<file path="config.mk">
export PLATFORM = sky130hd
export DESIGN_NAME = uart_keyword_and_idle_detector_core
export DESIGN_NICKNAME = d
export VERILOG_FILES = /design/src/sv/ukid_pkg.sv /design/src/sv/ukid_matchers.sv /design/src/sv/uart_keyword_and_idle_detector_core.sv
export SDC_FILE = /design/constraint.sdc
export NUM_CORES = 1
export LEC_CHECK = 0
export ABC_AREA = 1
export BUFFER_PORTS_ARGS = -buffer_cell sky130_fd_sc_hd__buf_4
export CAP_MARGIN = 20
export CORE_MARGIN = 2
export CORE_UTILIZATION = 30
export DETAILED_ROUTE_END_ITERATION = 10
export PLACE_DENSITY = 0.57
export SYNTH_ARGS = -nofsm -noshare
export SYNTH_HDL_FRONTEND = slang
export SYNTH_HIERARCHICAL = 1
export SYNTH_SLANG_ARGS = --single-unit
</file>
<file path="constraint.sdc">
create_clock -name clk -period 6.35 [get_ports clk]
set_input_delay 0.635 -clock clk [delete_from_list [all_inputs] [get_ports clk]]
set_output_delay 0.635 -clock clk [all_outputs]
set_load 0.05 [all_outputs]
</file>
<file path="src/sv/ukid_pkg.sv">
// Package: shared types, codes and match patterns for the UART keyword and idle detector.
`timescale 1ns / 1ps

package ukid_pkg;

  typedef enum logic {
    OP_BYTE = 1'b0,
    OP_TICK = 1'b1
  } op_t;

  localparam logic [2:0] LS_UAP     = 3'd0;
  localparam logic [2:0] LS_CLOUD   = 3'd1;
  localparam logic [2:0] LS_LOCAL   = 3'd2;
  localparam logic [2:0] LS_OFFLINE = 3'd3;
  localparam logic [2:0] LS_UNPROV  = 3'd4;

  localparam logic [7:0]  IDLE_LIMIT_RESET = 8'd10;
  localparam logic [15:0] BYTE_COUNT_MAX   = 16'hFFFF;
  localparam logic [8:0]  IDLE_COUNT_MAX   = 9'd511;

  localparam logic [3:0] IDENT_LEN   = 4'd13;
  localparam logic [1:0] UAP_LEN     = 2'd3;
  localparam logic [2:0] CLOUD_LEN   = 3'd5;
  localparam logic [2:0] LOCAL_LEN   = 3'd5;
  localparam logic [2:0] OFFLINE_LEN = 3'd7;
  localparam logic [2:0] UNPROV_LEN  = 3'd6;

  localparam logic [7:0] IDENT_PAT [0:12] = '{
    8'h75, 8'h63, 8'h74, 8'h20, 8'h69, 8'h64, 8'h22,
    8'h3A, 8'h35, 8'h35, 8'h33, 8'h31, 8'h2C
  };
  localparam logic [7:0] UAP_PAT     [0:2] = '{8'h75, 8'h61, 8'h70};
  localparam logic [7:0] CLOUD_PAT   [0:4] = '{8'h63, 8'h6C, 8'h6F, 8'h75, 8'h64};
  localparam logic [7:0] LOCAL_PAT   [0:4] = '{8'h6C, 8'h6F, 8'h63, 8'h61, 8'h6C};
  localparam logic [7:0] OFFLINE_PAT [0:6] = '{
    8'h6F, 8'h66, 8'h66, 8'h6C, 8'h69, 8'h6E, 8'h65
  };
  localparam logic [7:0] UNPROV_PAT  [0:5] = '{
    8'h75, 8'h6E, 8'h70, 8'h72, 8'h6F, 8'h76
  };

  typedef struct packed {
    op_t        operation;
    logic [7:0] rx_byte;
  } in_item_t;

  typedef struct packed {
    logic        state_valid;
    logic [2:0]  link_state;
    logic        ident_match;
    logic        frame_done;
    logic [15:0] frame_length;
  } out_item_t;

  typedef struct packed {
    logic ident_hit;
    logic uap_hit;
    logic cloud_hit;
    logic local_hit;
    logic offline_hit;
    logic unprov_hit;
  } match_hits_t;

endpackage

</file>
<file path="src/sv/ukid_matchers.sv">
// Six naive sequence matchers over the received byte stream.
`timescale 1ns / 1ps

module ukid_matchers import ukid_pkg::*; (
  input  logic        clk,
  input  logic        rst,
  input  logic        advance,
  input  logic [7:0]  rx_byte,
  output match_hits_t hits
);

  logic [3:0] ident_progress, ident_progress_next;
  logic [1:0] uap_progress, uap_progress_next;
  logic [2:0] cloud_progress, cloud_progress_next;
  logic [2:0] local_progress, local_progress_next;
  logic [2:0] offline_progress, offline_progress_next;
  logic [2:0] unprov_progress, unprov_progress_next;

  logic ident_eq, uap_eq, cloud_eq, local_eq, offline_eq, unprov_eq;

  always_comb begin
    ident_eq   = (ident_progress < IDENT_LEN) && (rx_byte == IDENT_PAT[ident_progress]);
    uap_eq     = (uap_progress < UAP_LEN) && (rx_byte == UAP_PAT[uap_progress]);
    cloud_eq   = (cloud_progress < CLOUD_LEN) && (rx_byte == CLOUD_PAT[cloud_progress]);
    local_eq   = (local_progress < LOCAL_LEN) && (rx_byte == LOCAL_PAT[local_progress]);
    offline_eq = (offline_progress < OFFLINE_LEN)
                 && (rx_byte == OFFLINE_PAT[offline_progress]);
    unprov_eq  = (unprov_progress < UNPROV_LEN) && (rx_byte == UNPROV_PAT[unprov_progress]);

    hits.ident_hit   = ident_eq && (ident_progress == IDENT_LEN - 4'd1);
    hits.uap_hit     = uap_eq && (uap_progress == UAP_LEN - 2'd1);
    hits.cloud_hit   = cloud_eq && (cloud_progress == CLOUD_LEN - 3'd1);
    hits.local_hit   = local_eq && (local_progress == LOCAL_LEN - 3'd1);
    hits.offline_hit = offline_eq && (offline_progress == OFFLINE_LEN - 3'd1);
    hits.unprov_hit  = unprov_eq && (unprov_progress == UNPROV_LEN - 3'd1);

    ident_progress_next   = (ident_eq && !hits.ident_hit) ? ident_progress + 4'd1 : 4'd0;
    uap_progress_next     = (uap_eq && !hits.uap_hit) ? uap_progress + 2'd1 : 2'd0;
    cloud_progress_next   = (cloud_eq && !hits.cloud_hit) ? cloud_progress + 3'd1 : 3'd0;
    local_progress_next   = (local_eq && !hits.local_hit) ? local_progress + 3'd1 : 3'd0;
    offline_progress_next = (offline_eq && !hits.offline_hit)
                            ? offline_progress + 3'd1 : 3'd0;
    unprov_progress_next  = (unprov_eq && !hits.unprov_hit) ? unprov_progress + 3'd1 : 3'd0;
  end

  always_ff @(posedge clk) begin
    if (rst) begin
      ident_progress   <= 4'd0;
      uap_progress     <= 2'd0;
      cloud_progress   <= 3'd0;
      local_progress   <= 3'd0;
      offline_progress <= 3'd0;
      unprov_progress  <= 3'd0;
    end else if (advance) begin
      ident_progress   <= ident_progress_next;
      uap_progress     <= uap_progress_next;
      cloud_progress   <= cloud_progress_next;
      local_progress   <= local_progress_next;
      offline_progress <= offline_progress_next;
      unprov_progress  <= unprov_progress_next;
    end
  end

  a_ident_range: assert property (@(posedge clk) disable iff (rst)
    ident_progress < IDENT_LEN)
    else $error("ident matcher progress out of range");

  a_uap_range: assert property (@(posedge clk) disable iff (rst)
    uap_progress < UAP_LEN)
    else $error("uap matcher progress out of range");

  a_offline_range: assert property (@(posedge clk) disable iff (rst)
    offline_progress < OFFLINE_LEN)
    else $error("offline matcher progress out of range");

endmodule

</file>
<file path="src/sv/uart_keyword_and_idle_detector_core.sv">
// Top level: UART keyword matchers, frame byte counter and idle-time frame end detector.
// The result beat of an accepted input beat is held in the output register from the next cycle.
// Throughput: one beat per cycle while out_ready is high; in_ready is high whenever the output
// register is empty or being drained in the same cycle.
// Reset (synchronous, rst high): clears byte and idle counts, all matcher progress and
// out_valid, and loads idle_limit with 10.
`timescale 1ns / 1ps

module uart_keyword_and_idle_detector_core import ukid_pkg::*; (
  input  logic       clk,
  input  logic       rst,
  input  logic       in_valid,
  output logic       in_ready,
  input  in_item_t   in_data,
  output logic       out_valid,
  input  logic       out_ready,
  output out_item_t  out_data,
  input  logic       cfg_we,
  input  logic [7:0] cfg_data
);

  logic [7:0]  idle_limit;
  logic [15:0] byte_count, byte_count_next;
  logic [8:0]  idle_count, idle_count_next;
  logic [8:0]  idle_inc;
  logic        accept;
  logic        is_byte;
  match_hits_t hits;
  out_item_t   result;

  assign in_ready = !out_valid || out_ready;
  assign accept   = in_valid && in_ready;
  assign is_byte  = (in_data.operation == OP_BYTE);

  ukid_matchers u_matchers (
    .clk     (clk),
    .rst     (rst),
    .advance (accept && is_byte),
    .rx_byte (in_data.rx_byte),
    .hits    (hits)
  );

  always_comb begin
    result          = '0;
    byte_count_next = byte_count;
    idle_count_next = idle_count;
    idle_inc        = (idle_count < IDLE_COUNT_MAX) ? idle_count + 9'd1 : idle_count;
    if (is_byte) begin
      if (byte_count != BYTE_COUNT_MAX) begin
        byte_count_next = byte_count + 16'd1;
      end
      idle_count_next    = 9'd0;
      result.ident_match = hits.ident_hit;
      result.state_valid = hits.uap_hit || hits.cloud_hit || hits.local_hit
                           || hits.offline_hit || hits.unprov_hit;
      if (hits.cloud_hit) begin
        result.link_state = LS_CLOUD;
      end else if (hits.local_hit) begin
        result.link_state = LS_LOCAL;
      end else if (hits.offline_hit) begin
        result.link_state = LS_OFFLINE;
      end else if (hits.unprov_hit) begin
        result.link_state = LS_UNPROV;
      end else begin
        result.link_state = LS_UAP;
      end
    end else if (byte_count != 16'd0) begin
      idle_count_next = idle_inc;
      if (idle_inc > {1'b0, idle_limit}) begin
        result.frame_done   = 1'b1;
        result.frame_length = byte_count;
        idle_count_next     = 9'd0;
        byte_count_next     = 16'd0;
      end
    end
  end

  always_ff @(posedge clk) begin
    if (rst) begin
      idle_limit <= IDLE_LIMIT_RESET;
    end else if (cfg_we) begin
      idle_limit <= cfg_data;
    end
  end

  always_ff @(posedge clk) begin
    if (rst) begin
      byte_count <= 16'd0;
      idle_count <= 9'd0;
      out_valid  <= 1'b0;
    end else begin
      if (accept) begin
        byte_count <= byte_count_next;
        idle_count <= idle_count_next;
        out_valid  <= 1'b1;
      end else if (out_ready) begin
        out_valid <= 1'b0;
      end
    end
  end

  always_ff @(posedge clk) begin
    if (accept) begin
      out_data <= result;
    end
  end

  a_idle_needs_bytes: assert property (@(posedge clk) disable iff (rst)
    byte_count == 16'd0 |-> idle_count == 9'd0)
    else $error("idle count running with no pending bytes");

  a_frame_end_clears: assert property (@(posedge clk) disable iff (rst)
    accept && result.frame_done |=> byte_count == 16'd0 && idle_count == 9'd0)
    else $error("frame end did not clear counts");

  a_frame_nonempty: assert property (@(posedge clk) disable iff (rst)
    out_valid && out_data.frame_done |-> out_data.frame_length != 16'd0)
    else $error("frame end reported with zero length");

  a_tick_vs_byte: assert property (@(posedge clk) disable iff (rst)
    out_valid && out_data.frame_done |-> !out_data.state_valid && !out_data.ident_match)
    else $error("frame end and byte match in one beat");

  a_state_idle_zero: assert property (@(posedge clk) disable iff (rst)
    out_valid && !out_data.state_valid |-> out_data.link_state == LS_UAP)
    else $error("link_state set without state_valid");

endmodule
</file>
==> results.yml, run 1 <==
synthesis:
  syn_nets: 737
  yosysUniqueCellTypes: 36
  synth_seq_cells: 74
  postSynthCellCount: 683
  yosys_warnings: 6
  syn_area_um2: 4850
  ys_seq_area_frac: 0.351
  avgSynthCellArea_um2: 7.10
place:
  portBuffers: 45
  routabilityCongestion: 0.860
  dp_hpwl_um: 8270
  dp.cells: 925
timing:
  finalSetupTns_ns: 0
  fmax_mhz: 363
  rsz0062_at_grt: "false"
  slew_headroom: 0.392
  setup_viol: 0
  worst_slew_pin_slew_ns: 0.911
  finalCritPeriodShare: 0.434
  clock_skew_ns: 0.00823
  report.final.slew_viol_count: 0
  finalHoldViolCount: 0
  fin_crit_ns: 2.76
finish:
  area_growth_pct: 15.9
  fin_util: 0.355
  finalNonFillerCells: 941
  num_antenna_cells: 0
  final_nets: 774
  drive_gt1_frac: 0.124
die:
  io_pins: 46
  start_util: 0.306
  die_h_um: 131
  dieWidth_um: 131
  std_cell_rows: 46
  dieArea_um2: 17200
  core_area_um2: 15800
worst_setup_path:
  r2r_setup_slack_ns: 3.59
  r2r_end: "out_data[0]"
  reg2reg_depth: 17
  critPathLaunchType: "register"
  timing.rr.start: "idle_count[3]"
  cp-end-kind: "register"
  timing.setup.critical_path_class: "reg2reg"
  crit_required_ns: 6.53
  cp_max_fo: 17
  worstPathArrival_ns: 2.94
detailed_routing:
  dr_total_vias: 4328
  drc: 0
  viasPerCell: 4.60
  wl_per_cell_um: 12.1
  routed_wl_um: 11400
  first_pass_iters: 5
  drt_iter0_drc: 418
  antenna_violating_nets_post_route: 0
power_and_ir_drop:
  power-per-cell-area_nw_per_um2: 231
  vdd_drop_max_v: 0.000125
  leakagePower_uw: 0.00232
  total_power_uw: 1300
clocking:
  cts_tree: "done"
  worst_skew_pair.late_latency_ns: 0.34
  ctsHoldBuffers: 0
  cts_setup_buffers: 0
  clkTransAtPathRegs_ns: 0.06
  clock_sinks: 74
  clk_path_buf_depth: 2
  cts_root_buf: "clkbuf_16"
  cts_resized: 0
  numCtsBuffers: 9
  cts-htree-levels: 3
global_routing:
  grt_pass1_vias: 3952
  antenna_found_initial: 0
  grt_pass1_wl_um: 19200
  grt_usage: 0.135
  grt_overflow_total: 0
  grt_max_degree: 28
min_path:
  holdPathEnd: "byte_count[15]"
  hold_class: "reg2reg"
  hold-path-cell-count: 2
  hp-start: "byte_count[15]"
run_status:
  outcome: "finished, final reports clean"
run:
  maxCapViolCount: 0
==> stage by stage <==
| stage | hold slack, ns | worst slack (ns) | cell area [um^2] |
|---|---|---|---|
| detailed placement | 0.456 | 3.58 | 5330 |
| global route | 0.488 | 3.18 | 5620 |
| global placement | 0.454 | 3.58 | 5330 |
| finish | 0.466 | 3.59 | 5620 |
| CTS | 0.465 | 3.55 | 5620 |
| floorplan | 0.440 | 3.77 | 4850 |
==> state kept, by name, indices dropped and copies added (netlist names) <==
register                     count
idle_limit                       8
u_matchers/local_progress        3
u_matchers/uap_progress          2
u_matchers/ident_progress        4
u_matchers/cloud_progress        3
out_data                        22
u_matchers/offline_progress      3
out_valid                        1
byte_count                      16
idle_count                       9
u_matchers/unprov_progress       3
==> routing by layer <==
| layer | wire, um | vias up | GRT usage |
|---|---|---|---|
| met1 | 5950 | 1956 | 0.192 |
| li1 | - | 2288 | - |
| met3 | 340 | 9 | 0.0208 |
| met4 | 190 | 0 | 0.0525 |
| met2 | 4880 | 75 | 0.206 |
| met5 | 0 | - | 0 |
==> worst max-delay path by stage <==
stage,start,end,slack (ns),depth (start not counted)
after CTS,idle_count[0],out_data[0],3.55,16
final,idle_count[3],out_data[0],3.59,17
after detailed placement,idle_count[0],out_data[0],3.58,16
after floorplan,out_ready,byte_count[0],3.77,9
after global placement,out_ready,byte_count[0],3.58,11
after global routing,idle_count[3],out_data[0],3.18,17
==> cell families after synthesis <==
kind of cell	share of synthesized area
compound gates	0.101
xor+xnor	0.0451
fa+ha+maj	0.0825
buf+inv	0.0954
flops	0.351
simple gates	0.326
==> critical path, cell delays in order (launching register included) <==
cell and delay [ns]:
dfxtp_1 0.37, inv_1 0.06, nor3_2 0.23, nand2_1 0.08, nand2_1 0.11, nor2_1 0.06
xor2_1 0.15, ha_1 0.28, nand2_1 0.06, nor2_1 0.13, nand2_1 0.06, nand3_1 0.07
nand2_1 0.05, nand2_1 0.05, nand2_1 0.09, nand2_4 0.11, nand4_2 0.36, nor2_1 0.24
==> cell usage in the layout, fill, tap and decap left out, drive strengths merged <==
cell type  instances
nand2            149
a211oi             1
xor2              20
and2               2
nor2              98
xnor2              5
nand4             11
buf               47
o21a               1
a21oi             48
ha                32
clkbuf            11
nand3             63
o211ai             3
edfxtp            22
dfxtp             52
or2                2
inv               86
nand3b             2
nor3              21
clkinv             4
o21ai             42
nor4               3
==> area by class of cell <==
type                       count  area [um^2]
fill                        1679        10200
multi-input combinational    503         2690
sequential                    74         1700
timing repair buffer          47          353
inverter                      85          319
tap                          216          270
clock buffer                  11          254
clock inverter                 5         36.3
==> synthesized netlist by cell type <==
library cell | number | share of area
nand2_1 | 141 | 0.11
nor2_1 | 93 | 0.072
inv_1 | 79 | 0.061
nand3_1 | 61 | 0.063
dfxtp_1 | 52 | 0.21
a21oi_1 | 48 | 0.050
o21ai_0 | 40 | 0.041
ha_1 | 32 | 0.083
edfxtp_1 | 22 | 0.14
xor2_1 | 20 | 0.036
nor3_1 | 17 | 0.018
nand4_1 | 10 | 0.013
buf_6 | 7 | 0.016
clkbuf_1 | 7 | 0.0054
inv_2 | 6 | 0.0046
nand2_2 | 5 | 0.0064
nor2_2 | 5 | 0.0064
xnor2_1 | 5 | 0.0090
nor3_2 | 4 | 0.0083
buf_2 | 3 | 0.0031
nor4_1 | 3 | 0.0039
o211ai_1 | 3 | 0.0046
and2_1 | 2 | 0.0026
buf_4 | 2 | 0.0031
nand2_8 | 2 | 0.0083
nand3_2 | 2 | 0.0041
nand3b_1 | 2 | 0.0031
o21ai_1 | 2 | 0.0021
a211oi_1 | 1 | 0.0015
buf_1 | 1 | 0.00077
clkbuf_2 | 1 | 0.0010
nand2_4 | 1 | 0.0023
nand4_2 | 1 | 0.0026
o21a_1 | 1 | 0.0015
or2_2 | 1 | 0.0013
or2_4 | 1 | 0.0018
==> power by group <==
group	internal, uW	total [uW]	switching (uW)
clock	290	497	207
sequential	515	540	24.7
combinational	83.7	259	175
total	888	1300	407
(Power assumes the default switching activity.)
==> inputs of run 2 (changes only) <==
==> constraint.sdc (replaced) <==
create_clock -name clk -period 2.7 [get_ports clk]
set_input_delay 0.27 -clock clk [delete_from_list [all_inputs] [get_ports clk]]
set_output_delay 0.27 -clock clk [all_outputs]
set_load 0.05 [all_outputs]
==> run 2 against run 1 <==
First-iteration DRC count is 6.2% lower. Die area did not move. Wire length increased by 9.2%. Register-to-register slack got worse by 3.5 ns. Critical path depth down 2. Highest routed layer unchanged.
==> results.yml, run 2 (synthesis gave the netlist of run 1 again) <==
clocking:
  numCtsBuffers: 9
  cts_tree: "done"
  cts-htree-levels: 3
  clock_sinks: 74
  clkTransAtPathRegs_ns: 0.06
  worst_skew_pair.late_latency_ns: 0.35
  clk_path_buf_depth: 2
  cts_root_buf: "clkbuf_16"
power_and_ir_drop:
  power-per-cell-area_nw_per_um2: 553
  total_power_uw: 3280
  leakagePower_uw: 0.00246
  vdd_drop_max_v: 0.000330
timing:
  worst_slew_pin_slew_ns: 0.852
  slew_headroom: 0.431
  setup_viol: 0
  finalHoldViolCount: 0
  finalCritPeriodShare: 0.953
  fin_crit_ns: 2.57
  report.final.slew_viol_count: 0
  clock_skew_ns: 0.0103
  setup_ws_ns: 0.128
  fmax_mhz: 389
  finalSetupTns_ns: 0
place:
  portBuffers: 45
  post_dp_cell_area_um2: 5380
  routabilityCongestion: 0.858
  place_ws_ns: 0.00203
  dp_hpwl_um: 8630
global_routing:
  grt_usage: 0.142
  grt_pass1_vias: 4049
  grt_overflow_total: 0
  antenna_found_initial: 0
  grt_pass1_wl_um: 19800
  grt_max_degree: 26
detailed_routing:
  drt_iter0_drc: 392
  antenna_violating_nets_post_route: 0
  routed_wl_um: 12400
  dr_total_vias: 4504
  wl_per_cell_um: 13.0
  drc: 0
  viasPerCell: 4.71
  first_pass_iters: 5
worst_setup_path:
  critPathLaunchType: "register"
  cp-end-kind: "register"
  cp_max_fo: 8
  cp-startpoint: "idle_count[4]"
  worstPathArrival_ns: 2.84
  r2r_setup_slack_ns: 0.13
  crit_required_ns: 2.97
  timing.setup.critical_path_class: "reg2reg"
  timing.rr.start: "idle_count[4]"
finish:
  largest_reg_flops: 22
  final_area_um2: 5930
  top_regs: "out_data (22), byte_count (16), idle_count (9)"
  area_growth_pct: 22.2
  top_register: "out_data"
  drive_gt1_frac: 0.178
  mostFrequentLayoutCells: "nand2_1, nor2_1, inv_1"
  fin_util: 0.375
  num-fill-cells: 1660
  num_antenna_cells: 0
  final_nets: 790
  final_common_cell: "nand2_1"
run_status:
  outcome: "finished, final reports clean"
die:
  core_area_um2: 15800
  dieArea_um2: 17200
  start_util: 0.306
  die_h_um: 131
  std_cell_rows: 46
  io_pins: 46
  dieWidth_um: 131
min_path:
  hold_class: "in2reg"
  hp-start: "cfg_data[3]"
run:
  maxCapViolCount: 0
==> run 2: repair_timing <==
item / 4_1_cts / 5_1_grt
endpoints found under the setup margin: 17 / 41
hold buffers: 0 / 0
setup buffers: 0 / 6
cloned: 0 / 4
gates resized for setup: 3 / 35
endpoints found under the hold margin: 0 / 0
pin swaps: 0 / 17
==> run 2: metal layers <==
| metal | GRT usage | wire length, um | up-vias |
|---|---|---|---|
| met5 | 0 | 0 | - |
| met4 | 0.0586 | 258 | 0 |
| met3 | 0.0255 | 630 | 21 |
| met2 | 0.216 | 5460 | 141 |
| met1 | 0.198 | 6050 | 2003 |
| li1 | - | - | 2339 |
==> run 2: final timing paths <==
path,end,cells past startpoint
min,idle_limit[3],3
min reg2reg,idle_limit[2],2
max reg2reg,idle_count[7],15
max,idle_count[7],15
==> run 2: critical path: stages (launching register included) <==
cell and delay (ns):
dfxtp_2 0.34, inv_2 0.06, nor3_4 0.22, nand3_2 0.15, nand2_2 0.14, nor2_1 0.07
xor2_1 0.17, ha_1 0.31, nand2_1 0.07, inv_2 0.06, nand4_1 0.10, or2_4 0.30
nand2_8 0.12, buf_12 0.13, nand3_1 0.11, a21oi_2 0.15
==> run 2: power breakdown <==
part | internal (uW) | total (uW) | switching, uW
logic | 271 | 762 | 491
clock network | 764 | 1250 | 482
registers | 1210 | 1270 | 58.5
total | 2250 | 3280 | 1030
==> run 2: through the flow <==
step / std cells / hold slack (ns)
6_report: 957 / 0.145
5_1_grt: 957 / 0.165
2_1_floorplan: 683 / 0.339
3_5_place_dp: 931 / 0.460
3_3_place_gp: 931 / 0.454
4_1_cts: 947 / 0.130
==> run 2: final cells by class <==
type / instances / area [um^2] / area share
clock inverters: 2 / 16.3 / 0.00274
inverters: 85 / 319 / 0.0538
multi-input cells: 507 / 2850 / 0.480
well taps: 216 / 270 / 0.0456
repair buffers: 59 / 468 / 0.0789
flip-flops and latches: 74 / 1710 / 0.289
clock buffers: 14 / 297 / 0.0500
